<file path="config.mk">
export PLATFORM = sky130hd
export DESIGN_NAME = key_event_autorelease
export DESIGN_NICKNAME = d
export VERILOG_FILES = /design/src/rtl/kea_pkg.sv /design/src/rtl/key_event_autorelease.sv
export SDC_FILE = /design/constraint.sdc
export NUM_CORES = 1
export LEC_CHECK = 0
export ABC_AREA = 1
export BUFFER_PORTS_ARGS = -buffer_cell sky130_fd_sc_hd__buf_2
export CORE_MARGIN = 2
export CORE_UTILIZATION = 55
export DETAILED_ROUTE_END_ITERATION = 6
export PLACE_DENSITY = 0.72
export SYNTH_ARGS = -nofsm -noshare
export SYNTH_HDL_FRONTEND = slang
export SYNTH_SLANG_ARGS = --single-unit
</file>
<file path="constraint.sdc">
create_clock -name clock -period 3.2 [get_ports clock]
set_input_delay 0.64 -clock clock [delete_from_list [all_inputs] [get_ports clock]]
set_output_delay 0.64 -clock clock [all_outputs]
set_load 0.03 [all_outputs]
</file>
<file path="src/rtl/kea_pkg.sv">
// Package: shared types and constants for the key event autorelease block.
package kea_pkg;

   // Field widths
   localparam int CodeBits  = 9;
   localparam int TickBits  = 17;
   localparam int LimitBits = 16;
   localparam int CsrIdxBits = 2;
   localparam int CsrDataBits = 16;

   // Command codes
   localparam logic CmdKey  = 1'b0;
   localparam logic CmdTick = 1'b1;

   // Configuration register indexes
   localparam logic [CsrIdxBits-1:0] RegKeyRelease   = 2'd0;
   localparam logic [CsrIdxBits-1:0] RegShiftRelease = 2'd1;
   localparam logic [CsrIdxBits-1:0] RegSourceRel    = 2'd2;

   // Character ranges
   localparam logic [CodeBits-1:0] CharUpperA = CodeBits'(65);
   localparam logic [CodeBits-1:0] CharUpperZ = CodeBits'(90);
   localparam logic [CodeBits-1:0] CharLowerA = CodeBits'(97);
   localparam logic [CodeBits-1:0] CharLowerZ = CodeBits'(122);
   localparam logic [CodeBits-1:0] CaseOffset = CodeBits'(32);

   // Tick counter ceiling
   localparam logic [TickBits-1:0] TickMax = {TickBits{1'b1}};

   typedef struct packed {
      logic                command;
      logic [CodeBits-1:0] key_code;
      logic                released;
   } req_type;

   typedef struct packed {
      logic [CodeBits-1:0] out_key;
      logic                shift_event;
      logic                is_press;
      logic                last;
   } rsp_type;

endpackage

</file>
<file path="src/rtl/key_event_autorelease.sv">
// Top level: key event autorelease with a three-entry result queue.
//
// Usage:
//   req channel carries one transaction per key event or timer tick
//   (command, key_code, released). rsp channel returns the resulting press
//   and release events, zero to three per transaction, the final one
//   marked by last. Shift events carry out_key 0.
//   csr port writes key_release_ticks, shift_release_ticks and
//   source_sends_release; write only while the block is idle.
// Timing:
//   State updates and all result events of a transaction are computed in
//   the accept cycle and loaded into a three-entry result queue; the first
//   event is valid on the next cycle. The queue drains one event a cycle
//   through the single rsp port while rsp_stall is low. A new transaction
//   is taken in the cycle the last queued event leaves.
// Reset: synchronous; registers return to 1, 1, 0, no key and no Shift
//   held, queue empty.
// Stall: rsp_stall holds the head event; req_stall stays high while any
//   event waits, except in the cycle the last one leaves.
module key_event_autorelease (
   input  logic                                 clock,
   input  logic                                 reset,
   input  logic                                 req_valid,
   output logic                                 req_stall,
   input  kea_pkg::req_type                     req_data,
   output logic                                 rsp_valid,
   input  logic                                 rsp_stall,
   output kea_pkg::rsp_type                     rsp_data,
   input  logic                                 csr_wr_en,
   input  logic [kea_pkg::CsrIdxBits-1:0]       csr_index,
   input  logic [kea_pkg::CsrDataBits-1:0]      csr_wdata
);

   // Configuration registers
   logic [kea_pkg::LimitBits-1:0] key_lim_ff, key_lim_in;
   logic [kea_pkg::LimitBits-1:0] shift_lim_ff, shift_lim_in;
   logic                          src_rel_ff, src_rel_in;

   // Block state
   logic                          held_valid_ff, held_valid_in;
   logic [kea_pkg::CodeBits-1:0]  held_code_ff, held_code_in;
   logic [kea_pkg::TickBits-1:0]  held_ticks_ff, held_ticks_in;
   logic                          shift_held_ff, shift_held_in;
   logic [kea_pkg::TickBits-1:0]  shift_ticks_ff, shift_ticks_in;

   // Result queue
   kea_pkg::rsp_type              q_ff [3];
   kea_pkg::rsp_type              q_in [3];
   logic [1:0]                    cnt_ff, cnt_in;

   // Candidate events in output order
   kea_pkg::rsp_type              cand [3];
   logic [2:0]                    cand_v;
   kea_pkg::rsp_type              slot [3];
   logic [1:0]                    n_new;

   logic                          accept;
   logic                          pop;
   logic                          is_upper;
   logic                          is_lower;
   logic [kea_pkg::CodeBits-1:0]  code_lc;
   logic                          key_age_en;
   logic                          key_due;
   logic                          shift_age_en;
   logic                          shift_due;

   // Handshake
   assign rsp_valid = (cnt_ff != 2'd0);
   assign rsp_data  = q_ff[0];
   assign pop       = rsp_valid && !rsp_stall;
   assign req_stall = !((cnt_ff == 2'd0) || ((cnt_ff == 2'd1) && pop));
   assign accept    = req_valid && !req_stall;

   // Classify the key code
   always_comb begin
      is_upper = (req_data.key_code >= kea_pkg::CharUpperA) &&
                 (req_data.key_code <= kea_pkg::CharUpperZ);
      is_lower = (req_data.key_code >= kea_pkg::CharLowerA) &&
                 (req_data.key_code <= kea_pkg::CharLowerZ);
      code_lc  = is_upper ? (req_data.key_code + kea_pkg::CaseOffset) : req_data.key_code;
   end

   // Tick aging conditions
   always_comb begin
      key_age_en   = !src_rel_ff && (key_lim_ff != '0) && held_valid_ff;
      key_due      = key_age_en &&
                     (held_ticks_ff >= {1'b0, key_lim_ff});
      shift_age_en = (shift_lim_ff != '0) && shift_held_ff;
      shift_due    = shift_age_en &&
                     (shift_ticks_ff >= {1'b0, shift_lim_ff});
   end

   // Build candidate events
   always_comb begin
      for (int i = 0; i < 3; i++) begin
         cand[i] = '0;
      end
      cand_v = '0;
      if (req_data.command == kea_pkg::CmdKey) begin
         // Shift change implied by letter case
         cand[0].shift_event = 1'b1;
         cand[0].is_press    = is_upper;
         cand_v[0]           = (is_upper && !shift_held_ff) ||
                               (is_lower && shift_held_ff);
         // Release the previously held key
         cand[1].out_key     = held_code_ff;
         cand_v[1]           = !req_data.released && !src_rel_ff && held_valid_ff;
         // The event itself
         cand[2].out_key     = code_lc;
         cand[2].is_press    = !req_data.released;
         cand_v[2]           = 1'b1;
      end else begin
         cand[0].out_key     = held_code_ff;
         cand_v[0]           = key_due;
         cand[1].shift_event = 1'b1;
         cand_v[1]           = shift_due;
      end
   end

   // Pack valid candidates into queue slots and mark the last one
   always_comb begin
      slot[0] = cand_v[0] ? cand[0] : (cand_v[1] ? cand[1] : cand[2]);
      slot[1] = (cand_v[0] && cand_v[1]) ? cand[1] : cand[2];
      slot[2] = cand[2];
      n_new   = 2'(cand_v[0]) + 2'(cand_v[1]) + 2'(cand_v[2]);
      slot[0].last = (n_new == 2'd1);
      slot[1].last = (n_new == 2'd2);
      slot[2].last = (n_new == 2'd3);
   end

   // Next state of the block
   always_comb begin
      held_valid_in  = held_valid_ff;
      held_code_in   = held_code_ff;
      held_ticks_in  = held_ticks_ff;
      shift_held_in  = shift_held_ff;
      shift_ticks_in = shift_ticks_ff;
      if (accept) begin
         if (req_data.command == kea_pkg::CmdKey) begin
            if (is_upper) begin
               shift_held_in  = 1'b1;
               shift_ticks_in = '0;
            end else if (is_lower) begin
               shift_held_in  = 1'b0;
            end
            if (!req_data.released) begin
               held_valid_in = 1'b1;
               held_code_in  = code_lc;
               held_ticks_in = '0;
            end else begin
               held_valid_in = 1'b0;
            end
         end else begin
            if (key_age_en) begin
               if (held_ticks_ff != kea_pkg::TickMax) begin
                  held_ticks_in = held_ticks_ff + 1'b1;
               end
               if (key_due) begin
                  held_valid_in = 1'b0;
               end
            end
            if (shift_age_en) begin
               if (shift_ticks_ff != kea_pkg::TickMax) begin
                  shift_ticks_in = shift_ticks_ff + 1'b1;
               end
               if (shift_due) begin
                  shift_held_in = 1'b0;
               end
            end
         end
      end
   end

   // Load or advance the result queue
   always_comb begin
      q_in   = q_ff;
      cnt_in = cnt_ff;
      if (accept) begin
         q_in   = slot;
         cnt_in = n_new;
      end else if (pop) begin
         q_in[0] = q_ff[1];
         q_in[1] = q_ff[2];
         cnt_in  = cnt_ff - 2'd1;
      end
   end

   // Configuration writes
   always_comb begin
      key_lim_in   = key_lim_ff;
      shift_lim_in = shift_lim_ff;
      src_rel_in   = src_rel_ff;
      if (csr_wr_en) begin
         unique case (csr_index)
            kea_pkg::RegKeyRelease:   key_lim_in   = csr_wdata;
            kea_pkg::RegShiftRelease: shift_lim_in = csr_wdata;
            kea_pkg::RegSourceRel:    src_rel_in   = csr_wdata[0];
            default: ;
         endcase
      end
   end

   // Control and state registers
   always_ff @(posedge clock) begin
      if (reset) begin
         key_lim_ff     <= kea_pkg::LimitBits'(1);
         shift_lim_ff   <= kea_pkg::LimitBits'(1);
         src_rel_ff     <= 1'b0;
         held_valid_ff  <= 1'b0;
         held_code_ff   <= '0;
         held_ticks_ff  <= '0;
         shift_held_ff  <= 1'b0;
         shift_ticks_ff <= '0;
         cnt_ff         <= 2'd0;
      end else begin
         key_lim_ff     <= key_lim_in;
         shift_lim_ff   <= shift_lim_in;
         src_rel_ff     <= src_rel_in;
         held_valid_ff  <= held_valid_in;
         held_code_ff   <= held_code_in;
         held_ticks_ff  <= held_ticks_in;
         shift_held_ff  <= shift_held_in;
         shift_ticks_ff <= shift_ticks_in;
         cnt_ff         <= cnt_in;
      end
   end

   // Queue payload
   always_ff @(posedge clock) begin
      q_ff <= q_in;
   end

   // The head carries last exactly when it is the only event left
   a_last_matches_count: assert property (@(posedge clock) disable iff (reset)
      rsp_valid |-> (rsp_data.last == (cnt_ff == 2'd1)))
      else $error("last flag does not match queue fill");

   // A transaction is never taken over more than one waiting event
   a_no_overrun: assert property (@(posedge clock) disable iff (reset)
      accept |-> (cnt_ff <= 2'd1))
      else $error("transaction accepted over a busy queue");

   // A key event always yields at least one result next cycle
   a_key_yields: assert property (@(posedge clock) disable iff (reset)
      (accept && (req_data.command == kea_pkg::CmdKey)) |=> rsp_valid)
      else $error("key event produced no result");

   // Shift events carry a zero key code
   a_shift_key_zero: assert property (@(posedge clock) disable iff (reset)
      (rsp_valid && rsp_data.shift_event) |-> (rsp_data.out_key == '0))
      else $error("shift event with nonzero key code");

endmodule

</file>
**Word level (Yosys, flattened, before mapping)**

Index checks and enable logic that the tools add are counted.

- Logic and storage cells: 120
- Register bits after elaboration: 115

- $lt $le $gt $ge: 6
- Bitwise gates (word level): 2
- Add/subtract/negate cells: 6
- Reduce and logical (&&, ||, !) cells: 38
- Equality and inequality tests: 15
- Mux-type cells: 33

Operators with widths:

| cell | count |
|---|---|
| 17-bit two-way mux | 8 |
| 24-bit two-way mux | 2 |
| 12-bit two-way mux | 3 |
| 9-bit two-way mux | 4 |
| 17-bit by 1-bit adder with 17-bit output, second input constant | 2 |
| 17-bit by 16-bit greater-or-equal comparator with 1-bit output | 2 |
| 17-bit != test, second input constant | 2 |
| 16-bit nonzero test | 2 |
| 9-bit by 7-bit greater-or-equal comparator with 1-bit output, second input constant | 2 |
| 9-bit by 7-bit less-or-equal comparator with 1-bit output, second input constant | 2 |
| 1-bit logical AND | 15 |
| 2-bit by 1-bit != test with 1-bit output, second input constant | 7 |
| 1-bit two-way mux | 12 |
| 4-bit AND reduction | 3 |
| 9-bit by 6-bit adder with 9-bit output, second input constant | 1 |
| 2-bit two-way mux | 4 |
| 2-bit by 1-bit == test with 1-bit output, second input constant | 3 |
| 2-bit == test, second input constant | 3 |
| 2-bit AND reduction | 3 |
| 3-bit AND reduction | 2 |
| 2-bit nonzero test | 3 |
| 1-bit zero test | 5 |
| 2-bit zero test | 2 |
| 3-bit nonzero test | 1 |
| other kinds (5) | 7 |

**Logic depth before layout (Yosys ltp)**

Gate-level depths: netlist of the first run.

- Depth after elaboration: 9
- Mapped depth: 17
- Gate-level depth less buffers: 17

**Worst setup path after synthesis of the first run**

No wires, ideal clock.

- Path kind: input -> register
- From: input port req_data[6] (netlist name)
- To: register q_ff (netlist bit rsp_data[0]) (data pin)
- Required time: 3.048 ns
- Data arrival time: 2.238 ns
- Path buffers: 0
- Stages on the path: 13
- Library setup time: 0.152 ns
- Setup slack: 0.810 ns
- Cells stage by stage: ha_1 -> nor2_2 -> nand2_1 -> nand2_2 -> nand2_4 -> nand2_4 -> nand3_4 -> a21boi_0 -> ha_1 -> inv_1 -> nor2_1 -> inv_1 -> o21ai_0

RTL lines:

| what | RTL line | text |
|---|---|---|
| start: declaration | key_event_autorelease.sv:25 | `input kea_pkg::req_type req_data,` |
| end signal: assignment | key_event_autorelease.sv:230 | `q_ff <= q_in;` |
| end: declaration | key_event_autorelease.sv:47 | `kea_pkg::rsp_type q_ff [3];` |

**Final worst setup path of the first run**

- From: register held_ticks_ff[1] (netlist name)
- To: register held_ticks_ff[5] (netlist name)

- Word-level cells in the longest chain between the ends: 4
- Elaborated cells on any way between the ends: 7
- Classes of those cells: 1 x add/sub; 2 x eq/ne; 3 x mux; 1 x reduce/logical

RTL lines:

| what | RTL line | text |
|---|---|---|
| start: declaration | key_event_autorelease.sv:42 | `logic [kea_pkg::TickBits-1:0] held_ticks_ff, held_ticks_in;` |
| start signal: assignment | key_event_autorelease.sv:221 | `held_ticks_ff <= held_ticks_in;` |
| 17-bit by 1-bit adder with 17-bit output | key_event_autorelease.sv:156 | `held_ticks_in = held_ticks_ff + 1'b1;` |
| 17-bit two-way mux | key_event_autorelease.sv:155 | `if (held_ticks_ff != kea_pkg::TickMax) begin` |
| 17-bit two-way mux | key_event_autorelease.sv:154 | `if (key_age_en) begin` |
| 17-bit two-way mux | key_event_autorelease.sv:139 | `if (req_data.command == kea_pkg::CmdKey) begin` |

Several ways; a longest one is shown, not always the timed one. The select of a mux whose other input is x is not followed.
A chain may end at the register's enable or synchronous reset.

==> summary.md, run 1 <==
| Metric | Value |
|---|---|
| Status | `finished, final reports clean` |
| HP Class | `reg -> reg` |
| Distinct cells, synth | `45` |
| Worst r2r src | `held_ticks_ff[1]` |
| Mapped Cells | `957` |
| Vias per cell | `roughly 5.3` |
| RSZ-0062 raised after global routing | `no` |
| Max Cap Violations | `0` |
| Reg2reg path depth | `15` |
| Setup bufs post-CTS | `0` |
| Avg Cell Area, Syn | `7.23 µm²` |
| Switching pwr | `1.61 mW` |
| Crit end category | `flip-flop` |
| Initial DRC Count | `381` |
| Critical Path AT | `3.08 ns` |
| Initial antenna violation count | `0` |
| Final setup fails | `0` |
| TritonCTS clock tree | `yes` |
| Synth Flop Type | `dfxtp_1` |
| All-Layer GR Usage | `0.257` |
| Crit path kind | `reg -> reg` |
| Area grow syn2layout | `11.5%` |
| Slowest cell on the critical path | `dfxtp_1` |
| Placer congestion estimate | `0.910` |
| Netlist Area Pre-Place | `6920 µm²` |
| CP Data Required Time | `3.51 ns` |
| Synth Area in Compound Gates | `0.117` |
| Fin crit period | `about 2.8 ns` |
| Share of the synthesized area in the top cell type | `0.232` |
| Synthesized flop and latch total | `between 100 and 150` |
| Ant diodes | `0` |
| Switching Fraction | `0.332` |
| Vias | `between 6000 and 7000` |
| Slew Viols, Final | `0` |
| Post-Place Setup Slack | `approximately 0.45 ns` |
| Main combinational cell family by area after synthesis | `simple AND/OR/NAND/NOR gates` |
| Sequential-to-total area share from yosys stat | `0.384` |
| Number of synthesized flops with an enable pin | `35` |
| Fmax | `between 300 and 400 MHz` |
| Clock latency on the worst-skew pair | `~0.42 ns` |
| Die Y | `116 µm` |
| Setup TNS | `0 ns` |
| Met2 WL post-DR | `7.09 mm` |
| Num ports | `48` |
| FF-to-FF End | `held_ticks_ff[5]` |
| Max Used Layer | `met4` |
| Footprint of the multi-input gates | `3540 µm²` |
| YS warnings | `0` |
| End of the worst hold path | `key_lim_ff[15]` |
| Clock skew | `approximately 0.0053 ns` |
| Slew headroom | `0.619` |
| Post-DP HPWL | `11.8 mm` |
| Post-route cell area | `between 7000 and 8000 µm²` |
| Die X | `116 µm` |
| Layout cells sized above 1 | `0.118` |
| Clk slew on worst S/H paths | `~0.05 ns` |
| Crit path top cell by count | `nand2_1` |
| Peak VDD IR | `approximately 0.00035 V` |
| FF-to-FF setup slack | `0.43 ns` |
| Placement Cell Area | `7180 µm²` |
| Synth Area in XOR/XNOR | `0.0177` |
| Comb power frac | `0.250` |
| Count of final hold-check violations | `0` |
| Clock share of power | `0.352` |
| Root Buffer | `clkbuf_16` |
| Pwr/cell area | `631 nW/µm²` |
| Final Cycle Share | `0.865` |
| Largest net degree at the start of global routing | `39` |
| Top cells by area, synth | `dfxtp_1 (23%), edfxtp_1 (15%), nand2_1 (12%)` |
| Synth Area in Simple Gates | `0.303` |
| Cell Chain, Critical Path | `ha_1 > nand2_1 > nor3_1 > inv_1 > nor4_1 > nand3_1 > nor2_1 > ha_1 > o31ai_1 > nand2_1 > inv_1 > nand2_1 > o21ai_0 > nand2_1 > nor2_1` |
| Fin util | `0.634` |
| Wire length on met3 | `1.01 mm` |
| Grt total ovfl | `0` |
| Worst Max-Slew Pin Slew | `0.567 ns` |
| # DRC | `0` |
| TritonCTS Buffers | `17` |
| Fillers | `around 1100` |
| Total Power | `4.86 mW` |
| CTS hold repair buffers | `0` |
| Row count | `40` |
| Post-cts gate resize count | `0` |
| Most frequent cell after synthesis | `nand2_1` |
| Vias in the first global route | `5586` |
| Syn Nets | `1032` |
| Async SR Flop Fraction | `0` |
| Core ar. | `12200 µm²` |
| First-pass GRT wire length | `27.1 mm` |
| Post-synth top cells | `nand2_1 (227), inv_1 (120), nor2_1 (92), dfxtp_1 (80), a21oi_1 (78)` |
| Worst Hold Launch | `key_lim_ff[15]` |
| WL per Instance | `about 14 µm` |
| Port Buf Inserts | `47` |
| Post-layout worst setup margin | `~0.43 ns` |
| Crit-path max FO | `11` |
| DRT Pass-1 Iters | `6` |
| H-tree depth | `4` |
| Final nets | `1064` |
| Starting Density | `0.569` |
| Hold Path Depth | `2` |
| Area leader, netlist | `dfxtp_1` |
| P_leak | `3.38 nW` |
| Nature of the critical path startpoint | `flip-flop` |
| CTS Buffer Depth | `2` |
| Final WL | `16.0 mm` |
| Power Internal | `approximately 3.2 mW` |
| Full die area | `13500 µm²` |
| Sequential cell area | `2650 µm²` |
| Post-DRT Antenna Nets | `0` |
| Wl on met1 | `7.52 mm` |
| Max incr delay on CP | `~0.36 ns` |
| # clock sinks | `115` |
| Adder-Cell Fraction of Synth Area | `0.0742` |
| Mux contribution to synthesized area | `0` |
| Reg power frac | `0.398` |
==> final cells by class <==
class	count	share of cell area
Timing Repair Buffer	58	0.0412
Sequential cell	115	0.344
Multi-Input combinational cell	673	0.459
Inverter	124	0.0604
Clock buffer	19	0.0562
Clock inverter	12	0.0120
Tap cell	168	0.0273
==> worst max-delay path: cells and delay by family, from the launching register on <==
family / cells / cell delay [ns]
simple gates: 9 / 1.45
flops: 1 / 0.36
buf+inv: 2 / 0.36
fa+ha+maj: 2 / 0.33
compound gates: 2 / 0.15
==> registers in the layout, summed over array words and instances (netlist names) <==
signal          count
q_ff               23
cnt_ff              2
held_valid_ff       1
shift_ticks_ff     17
src_rel_ff          1
held_ticks_ff      17
shift_lim_ff       16
key_lim_ff         16
held_code_ff        9
rsp_data           12
shift_held_ff       1
==> how the worst max path moves through the flow <==
stage / start / to / slack [ns] / cells past startpoint
2_1_floorplan: req_data[6] / rsp_data[0] / 0.81 / 13
6_report: held_ticks_ff[1] / held_ticks_ff[5] / 0.43 / 15
3_5_place_dp: req_data[6] / rsp_data[0] / 0.45 / 13
4_1_cts: held_ticks_ff[1] / held_ticks_ff[5] / 0.46 / 15
3_3_place_gp: req_data[6] / rsp_data[0] / 0.49 / 14
5_1_grt: held_ticks_ff[1] / held_ticks_ff[5] / 0.09 / 15
==> layer usage <==
| layer | vias to the layer above | GRT usage |
|---|---|---|
| li1 | 3201 | - |
| met1 | 2754 | 0.359 |
| met2 | 224 | 0.392 |
| met3 | 44 | 0.0514 |
| met4 | 0 | 0.102 |
| met5 | - | 0 |
==> logic make-up (layout without fill, tap and decap cells) <==
group,after synthesis,in the layout
xor gates and xnor gates,14,14
AOI/OAI and AO/OA,149,149
DFF,115,115
buffers and inverters,169,213
and+or+nand+nor,469,469
adders and majority gates,41,41
==> layout by cell type (no fill, tap or decap), drive strengths merged, types with 5 or more instances in the layout <==
cell type | netlist | routed
a21oi | 79 | 79
clkbuf | 19 | 19
clkinv | 1 | 8
dfxtp | 80 | 80
nand2 | 242 | 242
a31oi | 5 | 5
edfxtp | 35 | 35
nor3 | 18 | 18
nand3 | 78 | 78
xor2 | 12 | 12
nor2 | 96 | 96
o22ai | 6 | 6
nand4 | 25 | 25
nor4 | 5 | 5
o21ai | 48 | 48
inv | 123 | 123
ha | 41 | 41
buf | 26 | 58
==> stage by stage <==
step                hold WS [ns]  std cells
finish                     0.488       1169
global route               0.505       1169
CTS                        0.486       1169
detailed placement         0.474       1138
global placement           0.470       1138
floorplan                  0.429        957
==> power by group through the flow <==
stage / Clock (mW) / Sequential [mW] / Combinational, mW
finish: 1.71 / 1.94 / 1.22
global route: 1.80 / 1.97 / 1.37
CTS: 1.73 / 1.94 / 1.22
detailed placement: 0 / 1.97 / 1.21
global placement: 0 / 1.96 / 1.20
floorplan: 0 / 1.95 / 1.02
Power figures use the tool's default switching activity.
==> run 2, diff against run 1 <==
--- a/config.mk
+++ b/config.mk
@@ -8,9 +8,9 @@
 export ABC_AREA = 1
 export BUFFER_PORTS_ARGS = -buffer_cell sky130_fd_sc_hd__buf_2
 export CORE_MARGIN = 2
-export CORE_UTILIZATION = 55
+export CORE_UTILIZATION = 35
 export DETAILED_ROUTE_END_ITERATION = 6
-export PLACE_DENSITY = 0.72
+export PLACE_DENSITY = 0.49
 export SYNTH_ARGS = -nofsm -noshare
 export SYNTH_HDL_FRONTEND = slang
 export SYNTH_SLANG_ARGS = --single-unit
==> run 2 against run 1 <==
Sequential cell count stayed put. Critical path depth grew 1. Worst hold slack better by 0.0032 ns.
==> summary.md, run 2 (synthesis gave the netlist of run 1 again) <==
| Metric | Value |
|---|---|
| DRT Pass-1 Iters | `5 (-1)` |
| P_leak | `3.44 nW (+1.7%)` |
| Delay-heaviest family, CP | `simple AND/OR/NAND/NOR gates` |
| # DRC | `0 (unchanged)` |
| All-Layer GR Usage | `0.175 (-0.0819)` |
| Fillers | `2078 (+83%)` |
| Hold slack final | `0.492 ns (+0.00316 ns)` |
| Core ar. | `19400 µm² (+60%)` |
| Status | `finished, final reports clean` |
| Initial DRC Count | `432 (+13%)` |
| Row count | `51 (+28%)` |
| Area grow syn2layout | `14.4%` |
| Max incr delay on CP | `0.40 ns (+0.04 ns)` |
| Placer congestion estimate | `0.860 (-5.5%)` |
| Max Cap Violations | `0 (unchanged)` |
| Final Non-Filler Cells | `1270 (+8.6%)` |
| Slew Viols, Final | `0 (unchanged)` |
| Grt total ovfl | `0 (unchanged)` |
| Final setup fails | `0 (unchanged)` |
| Post-layout worst setup margin | `0.535 ns (+0.103 ns)` |
| Post-DRT Antenna Nets | `0 (unchanged)` |
| Final nets | `1067 (+0.28%)` |
| Initial antenna violation count | `0 (unchanged)` |
| Pwr/cell area | `639 nW/µm² (+1.2%)` |
| Final WL | `17.4 mm (+8.9%)` |
| Sequential cell area | `2650 µm² (unchanged)` |
| Fmax | `375 MHz (+3.9%)` |
| Vias per cell | `4.71 (-12%)` |
| Most common cell after layout, fill and taps aside | `nand2_1` |
| CTS hold repair buffers | `0 (unchanged)` |
| Placement Cell Area | `7330 µm² (+2.0%)` |
| WL per Instance | `13.7 µm (+0.19%)` |
| Clk slew on worst S/H paths | `0.06 ns (about the same)` |
| Starting Density | `0.356 (-0.212)` |
| Commonest non-fill, non-tap cells in the layout | `nand2_1 (227), inv_1 (120), nor2_1 (92)` |
| Footprint of the multi-input gates | `3540 µm² (unchanged)` |
| Largest register by flop count | `q_ff` |
| Root Buffer | `clkbuf_16` |
| HP Class | `reg -> reg` |
| Crit path top cell by count | `nand2_1` |
| Post-route cell area | `7910 µm² (+2.6%)` |
| Port Buf Inserts | `47 (unchanged)` |
| CP Data Required Time | `3.35 ns (-0.16 ns)` |
| CTS Buffer Depth | `2 (unchanged)` |
| Largest regs | `q_ff (23), held_ticks_ff (17), shift_ticks_ff (17)` |
| WP buf/inv | `3 (+1)` |
| H-tree depth | `4 (unchanged)` |
| Inst Count DP | `1238 (+8.8%)` |
| Comb power frac | `0.244 (-0.006)` |
| Worst Max-Slew Pin Slew | `0.917 ns (+0.350 ns)` |
| Num ports | `48 (unchanged)` |
| TritonCTS clock tree | `yes` |
| Clock skew | `0.00971 ns (+0.00446 ns)` |
| Peak VDD IR | `0.000390 V (+12%)` |
| Crit end category | `flip-flop` |
| Clock latency on the worst-skew pair | `0.42 ns (about the same)` |
| Vias in the first global route | `5507 (-1.4%)` |
| Post-DP HPWL | `13.1 mm (+11%)` |
| Count of final hold-check violations | `0 (unchanged)` |
| Crit path kind | `reg -> reg` |
| Layout cells sized above 1 | `0.125 (+0.00749)` |
| # clock sinks | `115 (unchanged)` |
| Die X | `145 µm (+24%)` |
| TritonCTS Buffers | `17 (unchanged)` |
| Slew headroom | `0.387 (-0.232)` |
| Clock share of power | `0.374 (+0.022)` |
| RSZ-0062 raised after global routing | `no` |
| Ant diodes | `0 (unchanged)` |
| Vias | `5981 (-3.9%)` |
| Max FFs per register | `23 (unchanged)` |
| Full die area | `20900 µm² (+55%)` |
| Nature of the critical path startpoint | `flip-flop` |
| Setup bufs post-CTS | `0 (unchanged)` |
| Switching Fraction | `0.335 (+0.00305)` |
| Slowest cell on the critical path | `dfxtp_1` |
| Reg power frac | `0.382 (-0.016)` |
| Crit-path max FO | `7 (-4)` |
| First-pass GRT wire length | `28.2 mm (+4.3%)` |
| Power Internal | `3.36 mW (+3.4%)` |
| Critical Path AT | `2.82 ns (-0.26 ns)` |
| Fin crit period | `2.67 ns (-0.103 ns)` |
| Largest net degree at the start of global routing | `40 (+2.6%)` |
| Post-cts gate resize count | `0 (unchanged)` |
| Die Y | `145 µm (+24%)` |
| Post-Place Setup Slack | `0.418 ns (-0.0304 ns)` |
| Switching pwr | `1.69 mW (+4.8%)` |
| Final Cycle Share | `0.833 (-0.0323)` |
| Setup TNS | `0 ns (unchanged)` |
| Cell Chain, Critical Path | `ha_1 > nand2_1 > nor2_1 > nand2_1 > inv_1 > nand2_1 > nand2_1 > nand2_1 > nand2_1 > nand2_1 > a21boi_0 > ha_1 > inv_1 > nor2_1 > inv_1 > o21ai_0` |
[run 2: changes by cell type in the layout (fill, tap and decap cells not counted)]
| cell | change |
|---|---|
| inv_6 | +3 |
| clkinv_2 | -1 |
| clkinvlp_4 | -4 |
| buf_4 | +3 |
| clkinv_4 | +6 |
| clkbuf_1 | -2 |
| clkinv_1 | -2 |
| bufinv_16 | +1 |
[run 2: final cells by class]
| cell class | count | area share |
|---|---|---|
| Inverter | 124 | 0.0588 |
| Tap cell | 265 | 0.0419 |
| Sequential cell | 115 | 0.335 |
| Multi-Input combinational cell | 673 | 0.447 |
| Clock inverter | 15 | 0.0201 |
| Timing Repair Buffer | 61 | 0.0430 |
| Clock buffer | 17 | 0.0538 |
[run 2: final timing paths]
path                      from             to  slack, ns  depth (start not counted)
max          held_ticks_ff[11]    rsp_data[0]       0.53                         16
min reg2reg      key_lim_ff[0]  key_lim_ff[0]       0.49                          2
min              key_lim_ff[0]  key_lim_ff[0]       0.49                          2
max reg2reg  held_ticks_ff[11]    rsp_data[0]       0.53                         16
[run 2: through the flow]
| step | util | total power [mW] |
|---|---|---|
| after floorplan | - | 2.97 |
| after global placement | 0.378 | 3.20 |
| after detailed placement | 0.378 | 3.21 |
| after CTS | 0.408 | 5.11 |
| after global routing | 0.408 | 5.34 |
| final | 0.408 | 5.05 |
[run 2: worst reg2reg max path, stage by stage, from the launching register on]
cell      delay (ns)
dfxtp_1         0.40
ha_1            0.31
nand2_1         0.06
nor2_1          0.15
nand2_1         0.10
inv_1           0.06
nand2_1         0.05
nand2_1         0.06
nand2_1         0.04
nand2_1         0.18
nand2_1         0.13
a21boi_0        0.28
ha_1            0.28
inv_1           0.07
nor2_1          0.06
inv_1           0.07
o21ai_0         0.09
[run 2: layer usage]
metal  GRT usage  up-vias  wire, µm
met5           0        -         0
met4      0.0491        0       177
met3      0.0358       16       776
met2       0.277      137      7750
met1       0.241     2620      8710
li1            -     3208         -
[run 2: power groups by stage]
stage,combinational [mW],sequential (mW),clock [mW]
global placement,1.25,1.96,0
finish,1.23,1.93,1.89
global route,1.39,1.96,1.99
CTS,1.25,1.93,1.92
floorplan,1.02,1.95,0
detailed placement,1.25,1.96,0
